File: src/design/rmd_pkg.sv
// Shared types and constants for the RPC message deframer.
// Used by rmd_parser, rmd_queue and rpc_message_deframer; depends on nothing.
`timescale 1ns / 1ps

package rmd_pkg;

    // Header layout and classification constants.
    localparam int unsigned HDR_BYTES    = 20;
    localparam int unsigned PREFIX_BYTES = 6;
    localparam logic [31:0] TXID_BASE    = 32'h1100_0100;
    localparam logic [31:0] TXID_MASK    = 32'hFFFF_FF00;
    localparam logic [31:0] ACK_CODE_MIN = 32'd2000;

    // Result queue sizing.
    localparam int unsigned QUEUE_DEPTH = 8;
    localparam int unsigned QPTR_W      = 3;
    localparam int unsigned QLVL_W      = 4;

    // Result item kinds.
    localparam logic KIND_BODY   = 1'b0;
    localparam logic KIND_STATUS = 1'b1;

    // Message classes.
    localparam logic [1:0] MSG_RESPONSE    = 2'd0;
    localparam logic [1:0] MSG_ASYNC_ACK   = 2'd1;
    localparam logic [1:0] MSG_UNSOLICITED = 2'd2;

    // End-of-read status codes.
    localparam logic [1:0] ST_OK        = 2'd0;
    localparam logic [1:0] ST_SHORT     = 2'd1;
    localparam logic [1:0] ST_BAD_SIZE  = 2'd2;
    localparam logic [1:0] ST_TRUNCATED = 2'd3;

    // One result word.
    typedef struct packed {
        logic        item_kind;
        logic [7:0]  body_byte;
        logic [1:0]  message_type;
        logic [31:0] message_code;
        logic [31:0] transaction_id;
        logic [1:0]  status;
        logic [14:0] body_length;
        logic        last;
    } result_t;

    // Up to two results produced by one input byte.
    typedef struct packed {
        logic [1:0] count;
        result_t    first;
        result_t    second;
    } push_t;

endpackage

File: src/design/rpc_message_deframer.sv
// Top level of the RPC message deframer: byte stream in, body and status words out.
// Depends on rmd_pkg, rmd_parser and rmd_queue.
`timescale 1ns / 1ps

// Usage:
// The slave stream carries the bytes of one device read, one byte per word,
// with tlast on the final byte of the read. The master stream returns body
// bytes (tuser 0) and, at the end of each read, one status word (tuser 1,
// tlast 1) with the message class, header code, transaction word, status
// and the number of body bytes delivered.
// A byte taken is held in the input register, evaluated against the header
// state and written into an eight-word result queue, from which its results
// can leave. One byte is accepted every cycle while s_tready is high; a byte
// that ends the read may add a second word, so the output side sets the
// sustained rate when reads are short. When the receiver stalls, the queue
// fills and s_tready drops once fewer than two free places remain, or four
// while a byte is held in the input register. Reset clears the header state,
// the input register and the queue; no stored word survives it.

module rpc_message_deframer #(
    parameter int unsigned MAX_READ_BYTES = 16384
) (
    input  logic        clk,
    input  logic        rst_n,
    input  logic        s_tvalid,
    output logic        s_tready,
    input  logic [7:0]  s_tdata,   // [7:0] data_byte
    input  logic        s_tlast,   // end_of_read
    output logic        m_tvalid,
    input  logic        m_tready,
    output logic [95:0] m_tdata,   // [7:0] body_byte, [9:8] message_type,
                                   // [41:10] message_code, [73:42] transaction_id,
                                   // [75:74] status, [90:76] body_length, rest zero
    output logic        m_tuser,   // item_kind
    output logic        m_tlast    // last
);

    rmd_pkg::push_t                push;
    rmd_pkg::result_t              head;
    logic [rmd_pkg::QLVL_W-1:0]    level;

    rmd_parser #(
        .MAX_READ_BYTES (MAX_READ_BYTES)
    ) u_parser (
        .clk         (clk),
        .rst_n       (rst_n),
        .in_valid    (s_tvalid),
        .in_byte     (s_tdata),
        .in_eor      (s_tlast),
        .queue_level (level),
        .in_ready    (s_tready),
        .push        (push)
    );

    rmd_queue u_queue (
        .clk       (clk),
        .rst_n     (rst_n),
        .push      (push),
        .pop       (m_tready),
        .head      (head),
        .not_empty (m_tvalid),
        .level     (level)
    );

    // Output word packing.
    assign m_tdata = {5'b0, head.body_length, head.status, head.transaction_id,
                      head.message_code, head.message_type, head.body_byte};
    assign m_tuser = head.item_kind;
    assign m_tlast = head.last;

    // The queue never holds more than its depth.
    a_level_bound: assert property (@(posedge clk) disable iff (!rst_n)
        level <= rmd_pkg::QLVL_W'(rmd_pkg::QUEUE_DEPTH))
        else $error("result queue overflow");

    // A word leaving with tlast is always a status word.
    a_last_is_status: assert property (@(posedge clk) disable iff (!rst_n)
        m_tvalid && m_tlast |-> m_tuser == rmd_pkg::KIND_STATUS)
        else $error("tlast on a body word");

    // Body words carry nothing beside the byte.
    a_body_clean: assert property (@(posedge clk) disable iff (!rst_n)
        m_tvalid && m_tuser == rmd_pkg::KIND_BODY |-> m_tdata[95:8] == '0 && !m_tlast)
        else $error("body word carries status fields");

    // Two words pushed in one cycle are a body byte followed by a status word.
    a_pair_order: assert property (@(posedge clk) disable iff (!rst_n)
        push.count == 2'd2 |-> push.first.item_kind == rmd_pkg::KIND_BODY
                               && push.second.item_kind == rmd_pkg::KIND_STATUS)
        else $error("bad result pair order");

endmodule

File: src/design/rmd_parser.sv
// Header capture, body trimming and status generation for one byte per cycle while in_ready is high.
// Depends on rmd_pkg; feeds its results into rmd_queue.
`timescale 1ns / 1ps

module rmd_parser #(
    parameter int unsigned MAX_READ_BYTES = 16384
) (
    input  logic                        clk,
    input  logic                        rst_n,
    input  logic                        in_valid,
    input  logic [7:0]                  in_byte,
    input  logic                        in_eor,
    input  logic [rmd_pkg::QLVL_W-1:0]  queue_level,
    output logic                        in_ready,
    output rmd_pkg::push_t              push
);

    localparam int unsigned IW = $clog2(MAX_READ_BYTES + 1);
    localparam int unsigned CW = (IW > 15) ? IW : 15;

    // Input register.
    logic       hold_valid_reg;
    logic [7:0] hold_byte_reg;
    logic       hold_eor_reg;

    // Per-read state.
    logic [IW-1:0] byte_index_reg, byte_index_next;
    logic [31:0]   declared_reg, declared_next;
    logic [31:0]   code_reg, code_next;
    logic [31:0]   txid_reg, txid_next;
    logic          strip_reg, strip_next;
    logic [CW-1:0] body_count_reg, body_count_next;

    logic          active;
    logic          async_resp;
    logic          emit_body;
    logic [32:0]   frame_size;
    logic [32:0]   frame_size_end;
    logic [32:0]   idx_wide;
    logic [32:0]   count_wide;
    logic [1:0]    st;
    logic [1:0]    mtype;
    rmd_pkg::result_t body_res;
    rmd_pkg::result_t stat_res;

    // Accept a byte only when the queue can take both results of it and of the one in flight.
    assign in_ready = ({1'b0, queue_level} + {3'b000, hold_valid_reg, 1'b0})
                      <= 5'(rmd_pkg::QUEUE_DEPTH - 2);

    always_ff @(posedge clk or negedge rst_n)
    begin
        if (!rst_n)
        begin
            hold_valid_reg <= 1'b0;
        end
        else
        begin
            hold_valid_reg <= in_valid && in_ready;
        end
    end

    always_ff @(posedge clk)
    begin
        if (in_valid && in_ready)
        begin
            hold_byte_reg <= in_byte;
            hold_eor_reg  <= in_eor;
        end
    end

    // Header capture and body decision for the held byte.
    always_comb
    begin
        active          = byte_index_reg < IW'(MAX_READ_BYTES);
        declared_next   = declared_reg;
        code_next       = code_reg;
        txid_next       = txid_reg;
        strip_next      = strip_reg;
        byte_index_next = byte_index_reg;
        body_count_next = body_count_reg;
        emit_body       = 1'b0;
        async_resp      = 1'b0;
        frame_size      = {1'b0, declared_reg} + 33'd4;
        idx_wide        = 33'(byte_index_reg);

        if (active)
        begin
            // Little-endian length word in bytes 0 to 3.
            if (byte_index_reg < IW'(4))
            begin
                case (byte_index_reg[1:0])
                    2'd0:    declared_next[7:0]   = hold_byte_reg;
                    2'd1:    declared_next[15:8]  = hold_byte_reg;
                    2'd2:    declared_next[23:16] = hold_byte_reg;
                    default: declared_next[31:24] = hold_byte_reg;
                endcase
            end
            else if (byte_index_reg >= IW'(12) && byte_index_reg < IW'(16))
            begin
                code_next = {code_reg[23:0], hold_byte_reg};
            end
            else if (byte_index_reg >= IW'(16) && byte_index_reg < IW'(rmd_pkg::HDR_BYTES))
            begin
                txid_next = {txid_reg[23:0], hold_byte_reg};
            end

            // On the last header byte decide whether a transaction prefix is stripped.
            if (byte_index_reg == IW'(rmd_pkg::HDR_BYTES - 1))
            begin
                async_resp = (txid_next != rmd_pkg::TXID_BASE)
                          && ((txid_next & rmd_pkg::TXID_MASK) == rmd_pkg::TXID_BASE)
                          && (code_next < rmd_pkg::ACK_CODE_MIN);
                strip_next = async_resp
                          && (frame_size >= 33'(rmd_pkg::HDR_BYTES + rmd_pkg::PREFIX_BYTES));
            end

            // Body bytes run from the body start up to the declared size.
            emit_body = (byte_index_reg >= IW'(rmd_pkg::HDR_BYTES))
                     && (!strip_reg
                         || byte_index_reg >= IW'(rmd_pkg::HDR_BYTES + rmd_pkg::PREFIX_BYTES))
                     && (idx_wide < frame_size);
            if (emit_body)
            begin
                body_count_next = body_count_reg + CW'(1);
            end
            byte_index_next = byte_index_reg + IW'(1);
        end
    end

    // End-of-read status from the updated state.
    always_comb
    begin
        frame_size_end = {1'b0, declared_next} + 33'd4;
        count_wide     = 33'(byte_index_next);
        if (byte_index_next < IW'(rmd_pkg::HDR_BYTES))
        begin
            st = rmd_pkg::ST_SHORT;
        end
        else if (frame_size_end < 33'(rmd_pkg::HDR_BYTES))
        begin
            st = rmd_pkg::ST_BAD_SIZE;
        end
        else if (frame_size_end > count_wide)
        begin
            st = rmd_pkg::ST_TRUNCATED;
        end
        else
        begin
            st = rmd_pkg::ST_OK;
        end

        if (txid_next == rmd_pkg::TXID_BASE)
        begin
            mtype = rmd_pkg::MSG_RESPONSE;
        end
        else if ((txid_next & rmd_pkg::TXID_MASK) == rmd_pkg::TXID_BASE)
        begin
            mtype = (code_next >= rmd_pkg::ACK_CODE_MIN) ? rmd_pkg::MSG_ASYNC_ACK
                                                         : rmd_pkg::MSG_RESPONSE;
        end
        else
        begin
            mtype = rmd_pkg::MSG_UNSOLICITED;
        end
    end

    // Build the result words.
    always_comb
    begin
        body_res           = '0;
        body_res.item_kind = rmd_pkg::KIND_BODY;
        body_res.body_byte = hold_byte_reg;

        stat_res                = '0;
        stat_res.item_kind      = rmd_pkg::KIND_STATUS;
        stat_res.message_type   = (st == rmd_pkg::ST_OK) ? mtype : rmd_pkg::MSG_RESPONSE;
        stat_res.message_code   = (st == rmd_pkg::ST_OK) ? code_next : 32'd0;
        stat_res.transaction_id = (st == rmd_pkg::ST_OK) ? txid_next : 32'd0;
        stat_res.status         = st;
        stat_res.body_length    = body_count_next[14:0];
        stat_res.last           = 1'b1;

        push = '0;
        if (hold_valid_reg)
        begin
            if (emit_body && hold_eor_reg)
            begin
                push.count  = 2'd2;
                push.first  = body_res;
                push.second = stat_res;
            end
            else if (emit_body)
            begin
                push.count = 2'd1;
                push.first = body_res;
            end
            else if (hold_eor_reg)
            begin
                push.count = 2'd1;
                push.first = stat_res;
            end
        end
    end

    // State update; everything returns to its reset value after a status word.
    always_ff @(posedge clk or negedge rst_n)
    begin
        if (!rst_n)
        begin
            byte_index_reg <= '0;
            declared_reg   <= '0;
            code_reg       <= '0;
            txid_reg       <= '0;
            strip_reg      <= 1'b0;
            body_count_reg <= '0;
        end
        else if (hold_valid_reg)
        begin
            if (hold_eor_reg)
            begin
                byte_index_reg <= '0;
                declared_reg   <= '0;
                code_reg       <= '0;
                txid_reg       <= '0;
                strip_reg      <= 1'b0;
                body_count_reg <= '0;
            end
            else
            begin
                byte_index_reg <= byte_index_next;
                declared_reg   <= declared_next;
                code_reg       <= code_next;
                txid_reg       <= txid_next;
                strip_reg      <= strip_next;
                body_count_reg <= body_count_next;
            end
        end
    end

endmodule

File: src/design/rmd_queue.sv
// Result queue that takes up to two words per cycle and delivers one per cycle while pop is high.
// Depends on rmd_pkg; sits between rmd_parser and the output stream.
`timescale 1ns / 1ps

module rmd_queue (
    input  logic                        clk,
    input  logic                        rst_n,
    input  rmd_pkg::push_t              push,
    input  logic                        pop,
    output rmd_pkg::result_t            head,
    output logic                        not_empty,
    output logic [rmd_pkg::QLVL_W-1:0]  level
);

    localparam int unsigned QLVL_W = rmd_pkg::QLVL_W;

    rmd_pkg::result_t mem [rmd_pkg::QUEUE_DEPTH];

    logic [rmd_pkg::QPTR_W-1:0] wr_ptr_reg;
    logic [rmd_pkg::QPTR_W-1:0] rd_ptr_reg;
    logic [rmd_pkg::QLVL_W-1:0] level_reg, level_next;
    logic                       do_pop;

    assign not_empty = level_reg != '0;
    assign level     = level_reg;
    assign head      = mem[rd_ptr_reg];
    assign do_pop    = pop && not_empty;

    always_comb
    begin
        level_next = level_reg + QLVL_W'(push.count) - QLVL_W'(do_pop);
    end

    // Storage writes.
    always_ff @(posedge clk)
    begin
        if (push.count != 2'd0)
        begin
            mem[wr_ptr_reg] <= push.first;
        end
        if (push.count == 2'd2)
        begin
            mem[wr_ptr_reg + rmd_pkg::QPTR_W'(1)] <= push.second;
        end
    end

    // Pointers and fill level.
    always_ff @(posedge clk or negedge rst_n)
    begin
        if (!rst_n)
        begin
            wr_ptr_reg <= '0;
            rd_ptr_reg <= '0;
            level_reg  <= '0;
        end
        else
        begin
            wr_ptr_reg <= wr_ptr_reg + rmd_pkg::QPTR_W'(push.count);
            rd_ptr_reg <= rd_ptr_reg + rmd_pkg::QPTR_W'(do_pop);
            level_reg  <= level_next;
        end
    end

endmodule

File: config.mk
export PLATFORM = sky130hd
export DESIGN_NAME = rpc_message_deframer
export DESIGN_NICKNAME = d
export VERILOG_FILES = /design/src/design/rmd_pkg.sv /design/src/design/rpc_message_deframer.sv /design/src/design/rmd_parser.sv /design/src/design/rmd_queue.sv
export SDC_FILE = /design/constraint.sdc
export NUM_CORES = 1
export LEC_CHECK = 0
export BUFFER_PORTS_ARGS = -buffer_cell sky130_fd_sc_hd__buf_2
export CAP_MARGIN = 20
export CELL_PAD_IN_SITES_DETAIL_PLACEMENT = 1
export CELL_PAD_IN_SITES_GLOBAL_PLACEMENT = 1
export CORE_MARGIN = 10
export CORE_UTILIZATION = 47
export DETAILED_ROUTE_END_ITERATION = 6
export PLACE_DENSITY_LB_ADDON = 0.2
export SKIP_LAST_GASP = 1
export SYNTH_ARGS = -nofsm -noshare
export SYNTH_HDL_FRONTEND = slang
export SYNTH_SLANG_ARGS = --single-unit
File: constraint.sdc
create_clock -name clk -period 7.1 [get_ports clk]
set_clock_uncertainty 0.2 [all_clocks]
set_input_delay 0 -clock clk [delete_from_list [all_inputs] [get_ports clk]]
set_output_delay 0 -clock clk [all_outputs]
set_load 0.02 [all_outputs]
==> impl_metrics.toml <==
[status]
status = "finished clean"

[synth]
async_reset_ff_share_pct = 15.6
syn-cell-area_sq_um = 43800
avgSynthCellArea_sq_um = 12.1
synthFlopType = "edfxtp_1"
ys_ff_latch = 883
yosys_warnings = 0
synth_edf_count = 681
yosysUniqueCellTypes = 84
syn_inst = 3612
yosysSeqAreaShare_pct = 57.5

[sta]
post-route-period-util_pct = 95.6
rsz0062_at_grt = "true"
hold_viol_final = 0
setup_viol = 0
tightest_slew_ns = 1.15
period_minus_slack_ns = 6.79
maxSlewViolCount = 0
tns_ns = 0
fmax_ghz = 0.147
max_slew_margin_pct = 23.0

[critical_path]
cpPeakStageDelay_ns = 0.94
cp_cell_sequence = "or4_1, or4_1, mux2i_1, a211oi_1, nand2_1, xor2_1, ha_1, a21oi_1, nor2b_1, o21ai_0, nand2b_1, a21oi_1, a21oi_1, a31oi_2, buf_4, o211ai_4, buf_4, nor2_1"
critPathKind = "register to register"
cp_top_family = "simple AND/OR/NAND/NOR gates"
cp-end-kind = "register"
crit_required_ns = 7.28
crit_fanout = 66
rrSetupSlack_ns = 0.31
crit_arrival_ns = 6.97
cp_common_cell = "a21oi_1"
path_buf_inv = 2
slowest_stage = "or4_1"
worst_setup_path_start_kind = "register"

[clock_network]
cts_buffers = 96
cts.sinks = 883
cts_tree = "built"
clock_latency_ns = 0.68
htreeDepth = 3
path_clk_slew_ns = 0.06
cts-root-buf = "clkbuf_16"
clock_tree.buffer_depth = 3

[routing]
detail_route.wl_per_cell_um = 28.0
drc = 0
drt_iter0_drc = 3200
first_pass_iters = 5
vias = 31279
wirelength_um = 139000
detail-route-antenna-nets = 0
via_per_inst = 6.27

[power_and_ir_drop]
p_switching_uw = 6270
switching_share_pct = 35.8
sequentialPowerShare_pct = 36.8
power.density_nw_per_um2 = 357
p_leak_uw = 0.0159
peakVddDrop_mv = 0.263
pwr-share-clk_pct = 28.9
internal_power_uw = 11300
comb_power_share_pct = 34.3

[layout]
area_growth_pct = 12.0
final_cell_area_sq_um = 49100
fillCellCount = 9369
n_antenna_cell = 0
top_register = "u_queue.mem"
drive_gt1_share_pct = 19.1
largest_reg_flops = 736
final_common_cell = "edfxtp_1"
final_util_pct = 53.3
final_nets = 3730
layout_common_cells = "edfxtp_1 (681), nor2_1 (647), nand2_1 (334)"

[die]
initial_core_util_pct = 47.6
core_area_sq_um = 92100
die_w_um = 325
ios = 113
dieArea_sq_um = 106000
fp.dieH_um = 325
rows = 111

[grt]
grtUsageMet3_pct = 3.30
gr-total-overflow = 0
grt_busiest_layer = "met2"
grt_use_total_pct = 25.8
grt_max_degree = 88
antenna_found_initial = 3
grt_pass1_vias = 33582
globalRouteMet1Util_pct = 34.8
grt_pass1_wl_um = 212000
grtUsageMet2_pct = 42.9

[placed_design]
hpwlAfterDp_um = 85400
dpl_cell_area_sq_um = 45500
portBuffers = 107
gp_congestion = 0.901

[flow_run]
maxCapViolations = 0

[min_path]
hold_path_class = "input pin to register"
## Yosys cell counts, types with 11 or more instances
library cell | instances | area [sq um]
edfxtp_1 | 681 | 20400
nor2_1 | 651 | 2440
nand2_1 | 334 | 1250
clkbuf_1 | 199 | 747
mux4_2 | 184 | 4140
o21ai_0 | 175 | 876
dfrtp_1 | 138 | 3450
a21oi_1 | 118 | 591
mux2_2 | 101 | 1140
a21o_1 | 73 | 548
dfxtp_1 | 64 | 1280
mux2i_1 | 61 | 611
o31ai_1 | 56 | 420
ha_1 | 54 | 676
o2bb2ai_1 | 53 | 464
inv_1 | 47 | 176
nand3_1 | 46 | 230
nor3_1 | 39 | 195
buf_6 | 36 | 405
buf_1 | 34 | 128
nand4_1 | 34 | 213
a21boi_0 | 33 | 248
a22o_1 | 33 | 289
or3_1 | 30 | 188
xnor2_1 | 30 | 263
and3_1 | 23 | 144
nor2_2 | 23 | 144
o22ai_1 | 22 | 138
xor2_1 | 22 | 193
nor4_1 | 19 | 119
and2_1 | 16 | 100
buf_4 | 13 | 97.6
nand2b_1 | 12 | 75.1
a31oi_1 | 11 | 68.8
nand3b_1 | 11 | 82.6
## layer usage
| metal | part of all wire, % | vias up |
|---|---|---|
| li1 | - | 13452 |
| met1 | 42 | 16409 |
| met2 | 49 | 1186 |
| met3 | 6.4 | 232 |
| met4 | 2.8 | 0 |
| met5 | 0 | - |
## per-stage QoR
stage	hold slack [ns]	cells	worst slack [ns]	power, uW
floorplan	-0.496	3616	0.0589	10400
global placement	-0.0797	4773	0.402	12400
detailed placement	-0.0903	4774	0.0780	12600
CTS	0.0475	4978	0.0146	17600
global route	0.0831	4987	-0.00627	18300
finish	0.0728	4987	0.311	17500
## cell type report
| cell class | count | area [sq um] | share of cell area (%) |
|---|---|---|---|
| clock buffer | 141 | 2760 | 5.62 |
| clock inverter | 40 | 418 | 0.852 |
| inverter | 49 | 209 | 0.426 |
| multi-input combinational | 2396 | 17200 | 35.0 |
| sequential | 883 | 25200 | 51.4 |
| tap | 1243 | 1560 | 3.17 |
| timing repair buffer | 233 | 1750 | 3.57 |
| timing repair inverter | 2 | 12.5 | 0.0255 |
## power groups by stage
stage          combinational [uW]  clock, uW  sequential [uW]
3_3_place_gp                 5880          0             6510
5_1_grt                      6430       5350             6500
6_report                     6020       5070             6450
4_1_cts                      6060       5130             6440
2_1_floorplan                4280          0             6110
3_5_place_dp                 6010          0             6550
## worst min-delay path: stages
cell           delay [ns]
dlygate4sd3_1        0.53
buf_2                0.10
and2_1               0.15
ha_1                 0.13
## what timing repair did
item	4_1_cts	5_1_grt
buffers inserted	0	6
endpoints found under the hold margin	99	0
gates resized for setup	0	8
setup endpoints to repair	0	259
hold buffers	23	0
## path summary, 6_finish.rpt
path | from | end | cells past startpoint
min in group asynchronous | rst_n | u_parser.declared_reg[25] | 4
max | u_parser.byte_index_reg[5] | u_queue.mem[6][59] | 18
max reg2reg | u_parser.byte_index_reg[5] | u_queue.mem[6][59] | 18
min reg2reg | u_queue.mem[0][91] | u_queue.mem[0][91] | 2
max in group asynchronous | rst_n | u_parser.body_count_reg[13] | 4
min | m_tready | u_queue.rd_ptr_reg[0] | 4
## cells by family after synthesis
family / after synthesis / share of synthesized area, %
adders and majority gates: 56 / 1.63
DFF: 883 / 57.5
muxes: 346 / 13.4
AOI/OAI and AO/OA: 636 / 9.67
buffers and inverters: 337 / 3.63
other: 1 / 0.00856
and+or+nand+nor: 1301 / 13.1
xor gates and xnor gates: 52 / 1.04
Power figures use the tool's default switching activity.
